<file path="src/hw/rtl/ffha_pick.sv">
// ffha_pick: lowest-index priority pick over the cell flags
// depends on nothing but its parameters
`timescale 1ns / 1ps

module ffha_pick #(
  parameter int N  = 64,
  parameter int IW = 6
) (
  input  logic [N-1:0]  vec_i,
  output logic          hit_o,
  output logic [IW-1:0] idx_o
);

  always_comb begin
    idx_o = '0;
    for (int k = N - 1; k >= 0; k--) begin
      if (vec_i[k]) begin
        idx_o = IW'(k);
      end
    end
  end

  assign hit_o = |vec_i;

endmodule

</file>
<file path="config.mk">
export PLATFORM = sky130hd
export DESIGN_NAME = ffha_pick
export DESIGN_NICKNAME = d
export VERILOG_FILES = /design/src/hw/rtl/ffha_pick.sv
export SDC_FILE = /design/constraint.sdc
export NUM_CORES = 1
export LEC_CHECK = 0
export ABC_AREA = 1
export CORE_MARGIN = 2
export CORE_UTILIZATION = 45
export DETAILED_ROUTE_END_ITERATION = 10
export DONT_BUFFER_PORTS = 1
export GPL_ROUTABILITY_DRIVEN = 0
export PLACE_DENSITY_LB_ADDON = 0.12
export SLEW_MARGIN = 20
export SYNTH_ARGS = -nofsm -noshare
export SYNTH_HDL_FRONTEND = slang
export SYNTH_SLANG_ARGS = --single-unit
</file>
<file path="constraint.sdc">
create_clock -name vclk -period 7.2
set_clock_uncertainty 0.2 [all_clocks]
set_input_delay 1.44 -clock vclk [all_inputs]
set_output_delay 1.44 -clock vclk [all_outputs]
set_load 0.02 [all_outputs]
</file>
* Word level (Yosys, flattened, before mapping)
Index checks and enable logic that the tools add are counted.
Word-level totals: logic and storage cells 65, bits of input ports 64, flip-flop bits (word level) 0, output and inout port bits 7
Cells by class: reduce and logical (&&, ||, !) cells 1, multiplexer cells 64
Operators by type and width (count):
- 2-to-1 mux 6 bit | 64
- OR reduction 64 bit | 1

* Depth between registers and ports, before layout
Gate-level depths: netlist of the first run.
depth after elaboration 64, mapped depth 63, gate-level depth less buffers 63

* Worst setup path before layout of the first run
OpenSTA, ideal clock, no wires.
path kind input to output, start point in vec_i[62], end point out idx_o[0], setup slack 1296 ps, data required time 5560 ps, data arrival time 4264 ps, cell stages on the path 63, cells stage by stage inv_1 nand2_1 nand2_1 nand2_1 nand2_1 nand2_1 nand2_1 nand2_1 nand2_1 nand2_1 nand2_1 nand2_1 nand2_1 nand2_1 nand2_1 nand2_1 nand2_1 nand2_1 [27 not listed] nand2_1 nand2_1 nand2_1 nand2_1 nand2_1 nand2_1 nand2_1 nand2_1 nand2_1 nand2_1 nand2_1 nand2_1 nand2_1 nand2_1 nand2_1 nand2_1 nand2_1 a21oi_2
Between the ends: word-level cells in the longest chain between the ends 63
Ends and longest elaborated chain:
- start, declared | RTL line 9 | input logic [N-1:0] vec_i,
- 2-to-1 mux 6 bit (63 in series) | RTL line 17 | if (vec_i[k]) begin
- end, declared | RTL line 11 | output logic [IW-1:0] idx_o
No other way between the ends.

* Worst setup path after layout of the first run
Same ends and word-level chain as after synthesis.

==> flow_summary.ini, run 1 <==
[synthesis]
synthSimpleGateAreaFrac_pct = 57.9
largest_cells_by_area_after_synthesis = sky130_fd_sc_hd__nand2_1 (37%), sky130_fd_sc_hd__inv_1 (22%), sky130_fd_sc_hd__nor2_1 (16%)
synth_largest_area_cell = sky130_fd_sc_hd__nand2_1
synth_nets = 299
proportion_of_synthesized_area_in_mux_cells_pct = 0
post_synth_xor_area_fraction_pct = 0
largest_family_of_logic_cells_by_synthesized_area = simple AND/OR/NAND/NOR gates
syn_area_um2 = 1020
synthesis.area_per_instance_um2 = 4.36
yosys_warnings = 0
ys_top_cells_by_count = sky130_fd_sc_hd__nand2_1 (100), sky130_fd_sc_hd__inv_1 (59), sky130_fd_sc_hd__nor2_1 (44)
synth.most_common_cell = sky130_fd_sc_hd__nand2_1
synthDistinctLibCells = 16
seq_area_frac_synth_pct = 0
yosys.area_share.adder_pct = 0
netlist.area_leader.share_pct = 36.6
syn-instance-count = 235
synth-compound-area-share_pct = 7.45

[sta]
setup_ws_ns = 1.08
relSlewSlack_pct = 52.5
final.period_utilization_pct = 85.0
setup_violations = 0
finalHoldViolations = 0
fin_hold_ws_ns = 2.72
final_period_minus_worst_setup_slack_ns = 6.12
maxClockFrequency_ghz = 0.163
worst_slew_pin_tran_ns = 0.708
fin_tns_setup_ns = 0
final_max_slew_viol_count = 0
rsz0062_at_grt = false

[die]
core-area_um2 = 2190
die_x_um = 51.7
floorplan.initialDensity_pct = 46.8
row_count = 17
die_height_um = 51.7
ioPinCount = 71
die-area_um2 = 2670

[pwr]
power_report.internal_total_uw = 19.5
total_power_uw = 38.0
switching_power_share_of_the_total_pct = 48.6
power_per_cell_area_nw_per_um2 = 35.9
ir_drop_uv = 16.3
power_frac_clock_pct = 0
comb_power_share_pct = 100.0
power.sequential.fraction_pct = 0
p_leak_uw = 0.000714
switching_power_uw = 18.5

[global_route]
grt_util_met3_pct = 3.45
grt-ovfl-total = 0
met1_track_usage_gr_pct = 19.1
busiest_layer = met2
grt_pass1_wl_um = 3510
antenna_violations_before_repair = 0
globalRouteTotalUtil_pct = 15.6
grt_use_met2_pct = 29.3
grt_start_max_net_pins = 4
grt_pass1_vias = 1005

[run]
drv.max_cap_violation_count = 0

[placed_design]
hpwl_detailed_um = 1810
dp_slack_ns = 1.02
placed_cells_incl_taps = 263
buffer_ports.inserted = 0

[worst_setup_path]
crit_required_ns = 5.56
crit_fanout = 2
critical_path.startpoint_type = input port
cp_slowest_stage_delay_ns = 0.25
worst_path_arrival_time_ns = 4.48
cp-startpoint = vec_i[62]
critPathKind = in2out
cp_endpoint_kind = output port
critical_path.most_common_cell = sky130_fd_sc_hd__nand2_1
worst_path_max_delay_cell = sky130_fd_sc_hd__a21oi_2

[finish]
layout.filler_cells = 272
drive_above_1_share_pct = 4.68
ff_latch_area_um2 = 0
flow.area_growth_from_synthesis_pct = 3.42
seq_cell_count = 0
finalNetCount = 301
diodes = 0
stdcell_count = 263
clkbuf_count = 0

[detailed_routing]
drt_first_iter_violations = 10
ant_nets = 0
drt-total-wl_um = 1860
post_drt_via_cell_ratio = 4.27
drt_drc_violations_left = 0
detail_route.wl_per_cell_um = 7.06
drt_pre_antenna_iters = 4
routed-via-count = 1123

[min_path]
timing.hold.worst.start = vec_i[0]
timing.hold.worst.class = in2out

[clock_tree]
postcts_resize_cnt = 0
ctsHoldBuffers = 0
post_cts_buffers = 0

[outcome]
result_of_the_run = completed
## worst max-delay path, delay by kind of cell
family	cells	cell delay (ns)
and+or+nand+nor	61	2.78
AOI/OAI and AO/OA	1	0.25
buffers and inverters	1	0.03
## final timing paths
kind	slack [ns]	endpoint	cells past startpoint
hold / removal	2.72	idx_o[0]	1
setup / recovery	1.08	idx_o[0]	63
## cell type report
cell class | count | area [um^2] | area share [%]
Tap cell | 28 | 35.0 | 3.31
Inverter | 69 | 355 | 33.5
Multi-Input combinational cell | 166 | 669 | 63.2
## cell families after synthesis
kind of cell | Yosys count
buffers and inverters | 69
AO/OA/AOI/OAI | 12
AND/OR/NAND/NOR | 154
## layer usage
layer	up-vias	wire length, um	part of all wire [%]
met5	-	0	0
met4	0	0	0
met3	0	254	14
met2	36	811	44
met1	421	791	43
li1	666	-	-
## cells in the final DEF (no fill, tap or decap)
cell type / instances
sky130_fd_sc_hd__a211oi_1: 1
sky130_fd_sc_hd__a21oi_1: 4
sky130_fd_sc_hd__a21oi_2: 1
sky130_fd_sc_hd__a311oi_1: 1
sky130_fd_sc_hd__a31oi_1: 1
sky130_fd_sc_hd__bufinv_8: 7
sky130_fd_sc_hd__inv_1: 59
sky130_fd_sc_hd__inv_2: 3
sky130_fd_sc_hd__nand2_1: 100
sky130_fd_sc_hd__nand3_1: 6
sky130_fd_sc_hd__nor2_1: 44
sky130_fd_sc_hd__nor3_1: 2
sky130_fd_sc_hd__nor4_1: 2
sky130_fd_sc_hd__o21ai_0: 2
sky130_fd_sc_hd__o21bai_1: 1
sky130_fd_sc_hd__o31ai_1: 1
## power groups by stage
stage	Sequential [uW]	Clock, uW	Combinational, uW
final	0	0	38.0
after global routing	0	0	46.1
after CTS	0	0	38.7
after detailed placement	0	0	38.6
after global placement	0	0	38.4
after floorplan	0	0	34.9
## through the flow
stage | cell area [um^2] | utilization (%)
2_1_floorplan | 1020 | -
3_3_place_gp | 1060 | 48.4
3_5_place_dp | 1060 | 48.4
4_1_cts | 1060 | 48.4
5_1_grt | 1060 | 48.4
6_report | 1060 | 48.4
(Power assumes the default switching activity.)
==> run 2: changes to the inputs <==
--- a/config.mk
+++ b/config.mk
@@ -6,10 +6,10 @@
 export NUM_CORES = 1
 export LEC_CHECK = 0
 export ABC_AREA = 1
+export BUFFER_PORTS_ARGS = -buffer_cell sky130_fd_sc_hd__clkbuf_2
 export CORE_MARGIN = 2
-export CORE_UTILIZATION = 45
+export CORE_UTILIZATION = 43
 export DETAILED_ROUTE_END_ITERATION = 10
-export DONT_BUFFER_PORTS = 1
 export GPL_ROUTABILITY_DRIVEN = 0
 export PLACE_DENSITY_LB_ADDON = 0.12
 export SLEW_MARGIN = 20
==> constraint.sdc (replaced) <==
create_clock -name vclk -period 6.3
set_clock_uncertainty 0.2 [all_clocks]
set_input_delay 1.26 -clock vclk [all_inputs]
set_output_delay 1.26 -clock vclk [all_outputs]
set_load 0.02 [all_outputs]
==> run 2 against run 1 <==
  * Design area rose by 34%
  * Final cell count rose by 27%
  * Count of clock-buffer cells in the layout did not move
  * Global-route usage rose by 2.1 points
  * Die area rose by 4.3%
  * Combinational power rose by 82%
  * Sequential cell count did not move
  * Worst hold slack got worse by 0.10 ns
  * Core utilization rose by 15 points
  * Via count rose by 21%
==> flow_summary.ini, run 2 (same netlist as run 1, synthesis figures left out) <==
[detailed_routing]
dr_wl_met3_um = 157
drt_pre_antenna_iters = 4
routed-wl-met2_um = 965
routed-via-count = 1360
ant_nets = 0
routedLengthMet1_um = 1020
post_drt_via_cell_ratio = 4.07
drt_drc_violations_left = 0
top_layer_used = met3
drt-total-wl_um = 2150
detail_route.wl_per_cell_um = 6.43
drt_first_iter_violations = 12

[finish]
layout.filler_cells = 267
final_core_util_pct = 63.8
flow.area_growth_from_synthesis_pct = 39.0
diodes = 0
clkbuf_count = 0
finalNetCount = 372
seq_cell_count = 0
ff_latch_area_um2 = 0
most_common_library_cell_in_the_layout_ignoring_fill_and_taps = sky130_fd_sc_hd__nand2_1
drive_above_1_share_pct = 27.1
final_cell_mix = sky130_fd_sc_hd__nand2_1 (100), sky130_fd_sc_hd__clkbuf_2 (69), sky130_fd_sc_hd__inv_1 (58)
stdcell_count = 334

[placed_design]
placed_cells_incl_taps = 334
hpwl_detailed_um = 2060
buffer_ports.inserted = 71

[pwr]
power_frac_clock_pct = 0
ir_drop_uv = 31.7
total_power_uw = 69.3
power_per_cell_area_nw_per_um2 = 48.7
p_leak_uw = 0.00101
switching_power_share_of_the_total_pct = 46.7
comb_power_share_pct = 100.0
switching_power_uw = 32.4
power.sequential.fraction_pct = 0
power_report.internal_total_uw = 36.9

[run]
drv.max_cap_violation_count = 0

[global_route]
antenna_violations_before_repair = 0
grt_start_max_net_pins = 4
grt-ovfl-total = 0
grt_pass1_wl_um = 4080
grt_pass1_vias = 1209
globalRouteTotalUtil_pct = 17.6

[die]
die-area_um2 = 2790
core-area_um2 = 2230
die_height_um = 52.8
ioPinCount = 71
floorplan.initialDensity_pct = 45.9
row_count = 17
die_x_um = 52.8

[outcome]
result_of_the_run = completed

[sta]
rsz0062_at_grt = true
fin_hold_ws_ns = 2.62
setup_violations = 0
maxClockFrequency_ghz = 0.169
final.period_utilization_pct = 93.9
final_period_minus_worst_setup_slack_ns = 5.92
final_max_slew_viol_count = 0
finalHoldViolations = 0
worst_slew_pin_tran_ns = 0.450
fin_tns_setup_ns = 0
relSlewSlack_pct = 69.7

[worst_setup_path]
cp_endpoint_kind = output port
cp_slowest_stage_delay_ns = 0.15
critical_path.most_common_cell = sky130_fd_sc_hd__nand2_1
cp-startpoint = vec_i[62]
crit_required_ns = 4.84
worst_path_max_delay_cell = sky130_fd_sc_hd__buf_4
critical_path.startpoint_type = input port
crit_fanout = 2
worst_path_arrival_time_ns = 4.46
critPathKind = in2out
cp-endpoint = idx_o[0]

[clock_tree]
postcts_resize_cnt = 0
post_cts_buffers = 0
ctsHoldBuffers = 0

[min_path]
timing.hold.worst.start = vec_i[1]
timing.hold.worst.class = in2out
-- run 2: cell count changes in the layout (fill, tap and decap cells not counted), sizes merged --
cell | previous run | this run
clkbuf | 0 | 69
buf | 0 | 2
-- run 2: layout make-up --
type                       count  area, um^2  area share, %
tap                           28        35.0           2.46
inverter                      69         355           25.0
multi-input combinational    166         669           47.0
timing repair buffer          71         364           25.6
-- run 2: per-layer routing --
| metal | vias up | GRT usage (%) |
|---|---|---|
| li1 | 814 | - |
| met3 | 0 | 0.571 |
| met5 | - | 0 |
| met2 | 39 | 35.2 |
| met1 | 507 | 21.7 |
| met4 | 0 | 0 |
-- run 2: worst min-delay path by stage --
stage / endpoint / slack (ns) / cells after the start
finish: idx_o[1] / 2.62 / 3
global route: idx_o[0] / 2.65 / 3
CTS: idx_o[1] / 2.62 / 3
detailed placement: idx_o[1] / 2.62 / 3
global placement: idx_o[0] / 2.61 / 3
floorplan: idx_o[0] / 2.36 / 1
-- run 2: power groups by stage --
stage | Clock [uW] | Sequential (uW) | Combinational [uW]
after floorplan | 0 | 0 | 39.9
after global routing | 0 | 0 | 81.4
after CTS | 0 | 0 | 69.4
after global placement | 0 | 0 | 68.2
final | 0 | 0 | 69.3
after detailed placement | 0 | 0 | 69.1
-- run 2: per-stage QoR --
step,worst slack [ns],instance area (um^2)
final,0.384,1420
after global routing,-0.349,1420
after CTS,0.286,1420
after detailed placement,0.296,1420
after global placement,0.365,1420
after floorplan,0.756,1020
-- run 2: worst max-delay path: cells and delay by family --
family | cells | cell delay [ns]
AOI/OAI and AO/OA | 1 | 0.12
buffers and inverters | 3 | 0.27
and+or+nand+nor | 61 | 2.81
