`src/hw/rtl/ffha_pkg.sv`:
```
// ffha_pkg: shared types and constants of the first-fit heap allocator
// used by ffha_cell and first_fit_heap_allocator; no dependencies
`timescale 1ns / 1ps

package ffha_pkg;

  localparam int MAX_SEGMENTS_DEF = 64;
  localparam int HEAP_BYTES_DEF   = 1048576;
  localparam int HEADER_BYTES_DEF = 16;

  localparam int AddrW  = 20;
  localparam int SizeW  = 21;
  localparam int PosW   = 10;
  localparam int WideW  = 25;

  localparam logic [SizeW-1:0] LIMIT_RESET = 21'd1048576;

  localparam logic       OP_ALLOC = 1'b0;
  localparam logic       OP_FREE  = 1'b1;

  localparam logic [2:0] ST_OK      = 3'd0;
  localparam logic [2:0] ST_ZERO    = 3'd1;
  localparam logic [2:0] ST_NOHEAP  = 3'd2;
  localparam logic [2:0] ST_FULL    = 3'd3;
  localparam logic [2:0] ST_UNKNOWN = 3'd4;

  typedef struct packed {
    logic [AddrW-1:0] start;
    logic [SizeW-1:0] size;
    logic             free;
  } seg_t;

  typedef struct packed {
    logic             operation;
    logic [SizeW-1:0] request_size;
    logic [AddrW-1:0] release_address;
  } in_t;

  typedef struct packed {
    logic [AddrW-1:0] data_address;
    logic [2:0]       status;
  } out_t;

  // update broadcast to every cell
  typedef struct packed {
    logic            wa_en;
    logic [PosW-1:0] wa_pos;
    seg_t            wa_seg;
    logic            wb_en;
    logic [PosW-1:0] wb_pos;
    seg_t            wb_seg;
    logic            shr_en;
    logic            shl_en;
    logic [PosW-1:0] sh_pos;
  } cmd_t;

endpackage

```
`src/hw/rtl/ffha_cell.sv`:
```
// ffha_cell: one table slot of the allocator, holds one segment
// depends on ffha_pkg; takes the entry of its left or right neighbor on a shift
`timescale 1ns / 1ps

module ffha_cell #(
  parameter int IDX = 0,
  parameter int CW  = 7
) (
  input  logic                          clk_i,
  input  ffha_pkg::seg_t                left_i,
  input  ffha_pkg::seg_t                right_i,
  input  ffha_pkg::cmd_t                cmd_i,
  input  logic [CW-1:0]                 count_i,
  input  logic [ffha_pkg::SizeW-1:0]    req_i,
  input  logic [ffha_pkg::AddrW-1:0]    addr_i,
  input  logic [ffha_pkg::AddrW-1:0]    header_i,
  output ffha_pkg::seg_t                seg_o,
  output logic                          fit_o,
  output logic                          match_o
);

  localparam logic [ffha_pkg::PosW-1:0] MyPos = ffha_pkg::PosW'(IDX);

  ffha_pkg::seg_t seg_q, seg_d;
  logic           valid;

  assign valid = CW'(IDX) < count_i;

  always_comb begin
    seg_d = seg_q;
    if (cmd_i.wa_en && cmd_i.wa_pos == MyPos) begin
      seg_d = cmd_i.wa_seg;
    end else if (cmd_i.wb_en && cmd_i.wb_pos == MyPos) begin
      seg_d = cmd_i.wb_seg;
    end else if (cmd_i.shr_en && MyPos > cmd_i.sh_pos) begin
      seg_d = left_i;
    end else if (cmd_i.shl_en && MyPos >= cmd_i.sh_pos) begin
      seg_d = right_i;
    end
  end

  always_ff @(posedge clk_i) begin
    seg_q <= seg_d;
  end

  assign seg_o   = seg_q;
  assign fit_o   = valid && seg_q.free && (seg_q.size >= req_i);
  assign match_o = valid && ((seg_q.start + header_i) == addr_i);

endmodule

```
`config.mk`:
```
export PLATFORM = sky130hd
export DESIGN_NAME = ffha_cell
export DESIGN_NICKNAME = d
export VERILOG_FILES = /design/src/hw/rtl/ffha_pkg.sv /design/src/hw/rtl/ffha_cell.sv
export SDC_FILE = /design/constraint.sdc
export NUM_CORES = 1
export LEC_CHECK = 0
export ABC_AREA = 1
export BUFFER_PORTS_ARGS = -buffer_cell sky130_fd_sc_hd__buf_2
export CORE_AREA = 2 2 122 124
export CTS_CLUSTER_SIZE = 16
export DETAILED_ROUTE_END_ITERATION = 16
export DIE_AREA = 0 0 124 126
export GPL_TIMING_DRIVEN = 0
export MAX_ROUTING_LAYER = met4
export SLEW_MARGIN = 30
export SYNTH_ARGS = -nofsm -noshare
export SYNTH_HDL_FRONTEND = slang
export SYNTH_SLANG_ARGS = --single-unit
```
`constraint.sdc`:
```
create_clock -name clk_i -period 2.9 [get_ports clk_i]
set_clock_uncertainty 0.05 [all_clocks]
set_input_delay 0.145 -clock clk_i [delete_from_list [all_inputs] [get_ports clk_i]]
set_output_delay 0.145 -clock clk_i [all_outputs]
set_load 0.005 [all_outputs]
```
# ---- After elaboration in Yosys (flattened, before gate mapping)
# Index checks and enable logic that the tools add are counted.
dict set report totals {
  wordCells 23
  in_bits 271
  reg_bits 42
  out_inout_bits 44
}
dict set report op_classes {
  n_reduce_logical 10
  n_eq_ne 1
  mux 4
  n_addsub 1
  order_cmp 4
}
# operator n
set op_table {}
lappend op_table {{two-way mux 42 bit} 4}
lappend op_table {{greater-or-equal comparator 21 bit} 1}
lappend op_table {{adder 20 bit} 1}
lappend op_table {{== test 20 bit} 1}
lappend op_table {{logical NOT 10 bit} 2}
lappend op_table {{greater-or-equal comparator 1 x 10 -> 1 bit, first input constant} 1}
lappend op_table {{> comparator 1 x 10 -> 1 bit, first input constant} 1}
lappend op_table {{logical AND 1 bit} 7}
lappend op_table {{less-than comparator 1 x 7 -> 1 bit, first input constant} 1}
lappend op_table {{nonzero test 4 bit} 1}

# ---- Longest topological paths before layout
# Gate-level depths: netlist of run 1.
dict set report depth {
  ltp_word 6
  ltp_mapped 15
  ltp_nobuf 15
}

# ---- Worst setup path before layout of run 1
# Ideal clock, no wire load.
dict set report synth_path {
  kind {in2reg}
  from {in cmd_i[107] (netlist bit)}
  to {reg seg_q (netlist bit seg_o[0]) (enable)}
  t_required_ps 2199
  n_path_buf 2
  t_arrival_ps 1778
  path_slack_ps 420
  setup_time_ps 651
  cell_stages 5
  cell_sequence {nor4_1 nand4_1 buf_2 clkbuf_1 nand3_1}
}
dict set report synth_via {
  elab_chain_len 3
}
# element line
set synth_rtl {}
lappend synth_rtl {{from (decl)} ffha_cell.sv:12} ;# input ffha_pkg::cmd_t cmd_i,
lappend synth_rtl {{logical NOT 10 bit} ffha_cell.sv:31} ;# if (cmd_i.wa_en && cmd_i.wa_pos == MyPos) begin
lappend synth_rtl {{logical AND 1 bit} ffha_cell.sv:31}
lappend synth_rtl {{nonzero test 4 bit (no line)} n/a}
lappend synth_rtl {{to (signal assigned)} ffha_cell.sv:43} ;# seg_q <= seg_d;
lappend synth_rtl {{to (decl)} ffha_cell.sv:24} ;# ffha_pkg::seg_t seg_q, seg_d;
# No other way between the ends.
# A chain may end at the register's enable or synchronous reset.

# ---- Worst setup path after layout of run 1
dict set report layout_path {
  from {reg seg_q (netlist bit seg_o[22])}
  to {out match_o}
}
dict set report layout_via {
  elab_chain_len 3
}
# element line
set layout_rtl {}
lappend layout_rtl {{adder 20 bit} ffha_cell.sv:48} ;# assign match_o = valid && ((seg_q.start + header_i) == addr_i);
lappend layout_rtl {{== test 20 bit} ffha_cell.sv:48}
lappend layout_rtl {{logical AND 1 bit} ffha_cell.sv:48}
lappend layout_rtl {{to (decl)} ffha_cell.sv:19} ;# output logic match_o
# No other way between the ends.

==> results of run 1 <==
==> area by class of cell <==
class | instances | area [um^2]
multi-input cells | 490 | 2690
plain buffers | 17 | 65.1
flip-flops and latches | 42 | 1260
repair buffers | 273 | 1380
inverters | 119 | 447
clock buffers | 5 | 125
well taps | 184 | 230
fillers | 1602 | 8040
clock inverters | 3 | 68.8
==> cell usage after synthesis, drive strengths merged (7+ instances only) <==
cell type	n	area [um^2]
nand2	125	487
inv	119	447
nor2	117	444
a21oi	70	354
o21ai	47	235
edfxtp	42	1260
ha	40	500
nand3	28	150
clkbuf	16	60.1
nand4	13	87.6
nand3b	10	75.1
xor2	9	78.8
nor4	7	43.8
==> routing by layer <==
metal / up-vias / wire [um] / GRT usage, %
li1: 2733 / - / -
met1: 2211 / 7170 / 27.7
met2: 191 / 7220 / 33.7
met3: 24 / 1080 / 3.49
met4: 0 / 391 / 6.21
met5: - / 0 / -
==> power by group through the flow <==
stage               clock [uW]  combinational, uW  sequential (uW)
finish                     748                441              669
global route               795                507              669
CTS                        767                437              669
detailed placement           0                436              683
global placement             0                432              683
floorplan                    0                224              683
==> worst paths after layout <==
check | from | endpoint | slack [ns]
max | seg_o[22] | match_o | 0.15
min | cmd_i[79] | seg_o[14] | 0.11
==> timing repair <==
| action | 4_1_cts | 5_1_grt |
|---|---|---|
| resized for setup | 0 | 9 |
| hold buffers | 0 | 0 |
| endpoints found under the setup margin | 0 | 1 |
| setup buffers | 0 | 1 |
| endpoints found under the hold margin | 0 | 0 |
==> cells in the final DEF, fill, tap and decap left out, types with 2 or more instances in the layout <==
cell type	instances
nand4_1	12
nand3_2	3
a21oi_1	69
inv_1	118
xnor2_1	6
nand3b_1	10
nor2_1	115
nand3_1	24
nand2_2	10
bufinv_16	2
o21ai_0	39
buf_2	272
ha_1	39
edfxtp_1	42
nand2_1	114
o221ai_1	2
nor2_2	2
o21ai_1	8
nor3b_1	2
clkbuf_16	5
clkbuf_1	16
xor2_1	9
nor4_1	7
or2_0	2
nor3_1	5
==> stage by stage <==
stage          area (um^2)  setup slack (ns)  total power [uW]  util [%]
2_1_floorplan         4420             0.420               907         -
3_3_place_gp          6000            -0.875              1120      41.9
3_5_place_dp          6040             0.445              1120      42.2
4_1_cts               6230             0.115              1870      43.5
5_1_grt               6270           -0.0287              1970      43.8
6_report              6270             0.153              1860      43.8
==> cells by family after synthesis <==
group	after synthesis	synth area share, %
adders and majority gates	41	11.8
DFF	42	28.5
AOI/OAI and AO/OA	123	14.4
buffers and inverters	136	11.6
and+or+nand+nor	311	30.7
xor gates and xnor gates	15	2.97
==> impl_metrics.tcl, run 1 <==
set metrics [dict create \
    status "finished clean" \
    p_sw_uw 474 \
    core_area_um2 14300 \
    syn_area_per_cell_um2 6.61 \
    clkSinkCount 42 \
    post-route-min-period_ns 2.75 \
    hold_ws_ns 0.109 \
    grt-ovfl-total 0 \
    pwr-share-comb_pct 23.7 \
    critPathLaunchType "register" \
    ys_async_sr_fraction_pct 0 \
    synth_fp_nets 980 \
    htreeDepth 2 \
    ant_nets 0 \
    critPathRequiredTime_ns 2.71 \
    dieHeight_um 126 \
    netlist_area_um2 4420 \
    finalSetupTns_ns 0 \
    hold_depth 3 \
    cpMostUsedCell "nor2_1" \
    ys_ff_latch 42 \
    seqPwrFrac_pct 36.0 \
    slowest_stage "fa_2" \
    die_area_um2 15600 \
    synth_ff_type "edfxtp_1" \
    critical_path.top_delay_family "simple AND/OR/NAND/NOR gates" \
    grt_pass1_vias 5084 \
    slew_violations 0 \
    setup_viol_count_final 0 \
    synth-edff-count 42 \
    min-delay-path-class "input pin to register" \
    area_growth_pct 42.0 \
    vias_per_cell 4.55 \
    rsz0062_at_grt "yes" \
    drt-total-wl_um 15900 \
    largest_reg_flops 42 \
    clockBufferDepth 2 \
    dieWidth_um 124 \
    grt_pass1_wl_um 24700 \
    internal-power_uw 1380 \
    slew-limit-headroom_pct 57.4 \
    clkPwrFrac_pct 40.3 \
    synth_cell_types 33 \
    drc 0 \
    worstPathArrival_ns 2.55 \
    criticalPathCategory "register to output port" \
    ys_warn_count 0 \
    start_util_pct 30.9 \
    ir_drop_uv 304 \
    io_pins 315 \
    grt_antenna_before_repair 0 \
    cp_num_cells 12 \
    cts_root_buffer "clkbuf_16" \
    timing.final.crit_share_pct 94.7 \
    hold_viol_final 0 \
    instances_no_fill 1133 \
    grt_max_degree 40 \
    path_cells "ha_4 -> fa_2 -> xnor2_1 -> nand2_1 -> nor2_1 -> nand4_1 -> nor2_1 -> nand3_1 -> nor2_1 -> nand4_1 -> nor3_2 -> buf_2" \
    powerDensity_nw_per_um2 296 \
    fmax_mhz 364 \
    grt_usage_pct 21.2 \
    vias 5159 \
    worst-path-max-fanout 2 \
    layout-drive-gt1-share_pct 32.1 \
    cts-buffers-inserted 5 \
    placedCellCount 1124 \
    cts.clk_slew.worst_paths_ns 0.07 \
    first_iter_violations 270 \
    crit_buf_inv 1 \
    dp.final_hpwl_um 13700 \
    gp_congestion 0.932 \
    maxCapViolations 0 \
    end_kind "output port" \
    cts_tree "done" \
    drtPass1Iterations 7 \
    sw_frac_of_total_pct 25.5 \
    ys_seq_area_share_pct 28.5 \
    wl_per_cell_um 14.0 \
    p_leak_uw 0.00349 \
    tightest_slew_ns 0.638 \
    synthesis.instances 668 \
    cp_slowest_stage_delay_ns 0.57 \
    port_buffers 271 \
    fin_nets 1260 \
    diodes 0 \
    rows 44 \
]
No activity file was read; power rests on OpenSTA's default activity.
==> inputs of run 2 (changes only) <==
CORE_AREA = 2 2 123 125   (was 2 2 122 124)
DIE_AREA = 0 0 125 127   (was 0 0 124 126)
==> run 2 against run 1 <==
Effect of this change: non-clock buffer count decreased by 1; critical path depth unchanged; maximum frequency increased by 0.99%; power decreased by 0.44%; global-route usage decreased by 1.3 points; sequential share of layout area increased by 0.13 points; die area increased by 1.6%; critical path type unchanged; core utilization decreased by 0.61 points; combinational power decreased by 1%; cell area decreased by 0.64%; worst hold slack about the same.
==> impl_metrics.tcl, run 2 (synthesis results as in run 1) <==
set metrics [dict create \
    p_leak_uw 0.00348 \
    layout_commonest_cell "buf_2" \
    maxCapViolations 0 \
    grt_pass1_wl_um 24600 \
    core_area_um2 14400 \
    grt_pass1_vias 4985 \
    drtPass1Iterations 8 \
    cp_slowest_stage_delay_ns 0.52 \
    cts_tree "done" \
    grt-ovfl-total 0 \
    vias 5189 \
    finalSetupTns_ns 0 \
    post-route-min-period_ns 2.72 \
    fin_nets 1259 \
    ant_nets 0 \
    io_pins 315 \
    clockBufferDepth 2 \
    vias_per_cell 4.58 \
    first_iter_violations 265 \
    gp_congestion 0.901 \
    crit_buf_inv 1 \
    critPathRequiredTime_ns 2.71 \
    worstPathArrival_ns 2.53 \
    dieHeight_um 127 \
    critPathLaunchType "register" \
    fmax_mhz 368 \
    cpMostUsedCell "nor2_1" \
    grt_max_degree 43 \
    drc 0 \
    slowest_stage "fa_2" \
    die_area_um2 15900 \
    most-common-layout-cells "buf_2 (272), inv_1 (118), nand2_1 (118), nor2_1 (115), a21oi_1 (69)" \
    htreeDepth 2 \
    area_growth_pct 41.1 \
    instances_no_fill 1132 \
    dieWidth_um 125 \
    tightest_slew_ns 0.640 \
    placedCellCount 1123 \
    start_util_pct 30.6 \
    hold_viol_final 0 \
    wl_per_cell_um 14.1 \
    grt_usage_pct 20.0 \
    setup.worst_path.end "match_o" \
    setup_viol_count_final 0 \
    cts.clk_slew.worst_paths_ns 0.06 \
    drt-total-wl_um 15900 \
    status "finished clean" \
    port_buffers 271 \
    cp_num_cells 12 \
    slew-limit-headroom_pct 57.3 \
    dp.final_hpwl_um 13700 \
    powerDensity_nw_per_um2 297 \
    diodes 0 \
    rows 44 \
    ir_drop_uv 263 \
    layout-drive-gt1-share_pct 31.5 \
    cts_root_buffer "clkbuf_16" \
    largest_reg_flops 42 \
    critical_path.top_delay_family "simple AND/OR/NAND/NOR gates" \
    rsz0062_at_grt "yes" \
    grt_antenna_before_repair 0 \
    slew_violations 0 \
    cts-buffers-inserted 5 \
    end_kind "output port" \
    path_cells "ha_4 -> fa_2 -> xnor2_1 -> nand2_1 -> nor2_1 -> nand4_1 -> nor2_1 -> nand3_1 -> nor2_1 -> nand4_1 -> nor3_2 -> buf_2" \
    worst-path-max-fanout 2 \
    hold_depth 3 \
    timing.final.crit_share_pct 93.8 \
    holdBufCountCts 0 \
    criticalPathCategory "register to output port" \
    min-delay-path-class "input pin to register" \
    critPathLaunch "seg_o[22]" \
    clkSinkCount 42 \
]
## run 2: cell types whose count changed in the layout (fill, tap and decap cells not counted), sizes merged
cell | previous run | this run
buf | 274 | 273
## run 2: layer usage
layer / GRT usage [%] / part of all wire (%) / vias up
met5: - / 0 / -
met4: 4.44 / 1.6 / 0
met3: 3.73 / 7.2 / 16
met2: 32.7 / 46 / 203
met1: 25.9 / 46 / 2232
li1: - / - / 2738
## run 2: worst min-delay path by stage
stage,start,slack [ns],endpoint
2_1_floorplan,cmd_i[89],0.31,seg_o[24]
6_report,cmd_i[93],0.11,seg_o[28]
4_1_cts,cmd_i[93],0.10,seg_o[28]
3_3_place_gp,cmd_i[101],0.40,seg_o[36]
3_5_place_dp,cmd_i[93],0.40,seg_o[28]
5_1_grt,cmd_i[67],0.12,seg_o[2]
## run 2: final cells by class
class	instances	area, um^2
multi-input cells	490	2670
repair buffers	272	1360
fillers	1565	8190
inverters	119	447
clock inverters	3	68.8
plain buffers	17	65.1
clock buffers	5	125
flip-flops and latches	42	1260
well taps	184	230
## run 2: repair_timing
item	in CTS	in global routing
setup endpoints to repair	0	1
gates resized for setup	0	3
setup buffers	0	1
## run 2: stage by stage
| stage | setup WS, ns | hold WS, ns | power [uW] | instance area, um^2 | util, % |
|---|---|---|---|---|---|
| after floorplan | 0.420 | 0.310 | 907 | 4420 | - |
| after global placement | -0.877 | 0.402 | 1110 | 6000 | 41.6 |
| after detailed placement | 0.419 | 0.400 | 1120 | 6020 | 41.7 |
| after CTS | 0.0913 | 0.100 | 1870 | 6210 | 43.1 |
| after global routing | -0.0175 | 0.117 | 1950 | 6230 | 43.2 |
| final | 0.180 | 0.109 | 1850 | 6230 | 43.2 |
## run 2: power by group
group          total [uW]  switching, uW  internal (uW)
sequential            669          0.785            669
clock                 745            250            495
combinational         436            217            219
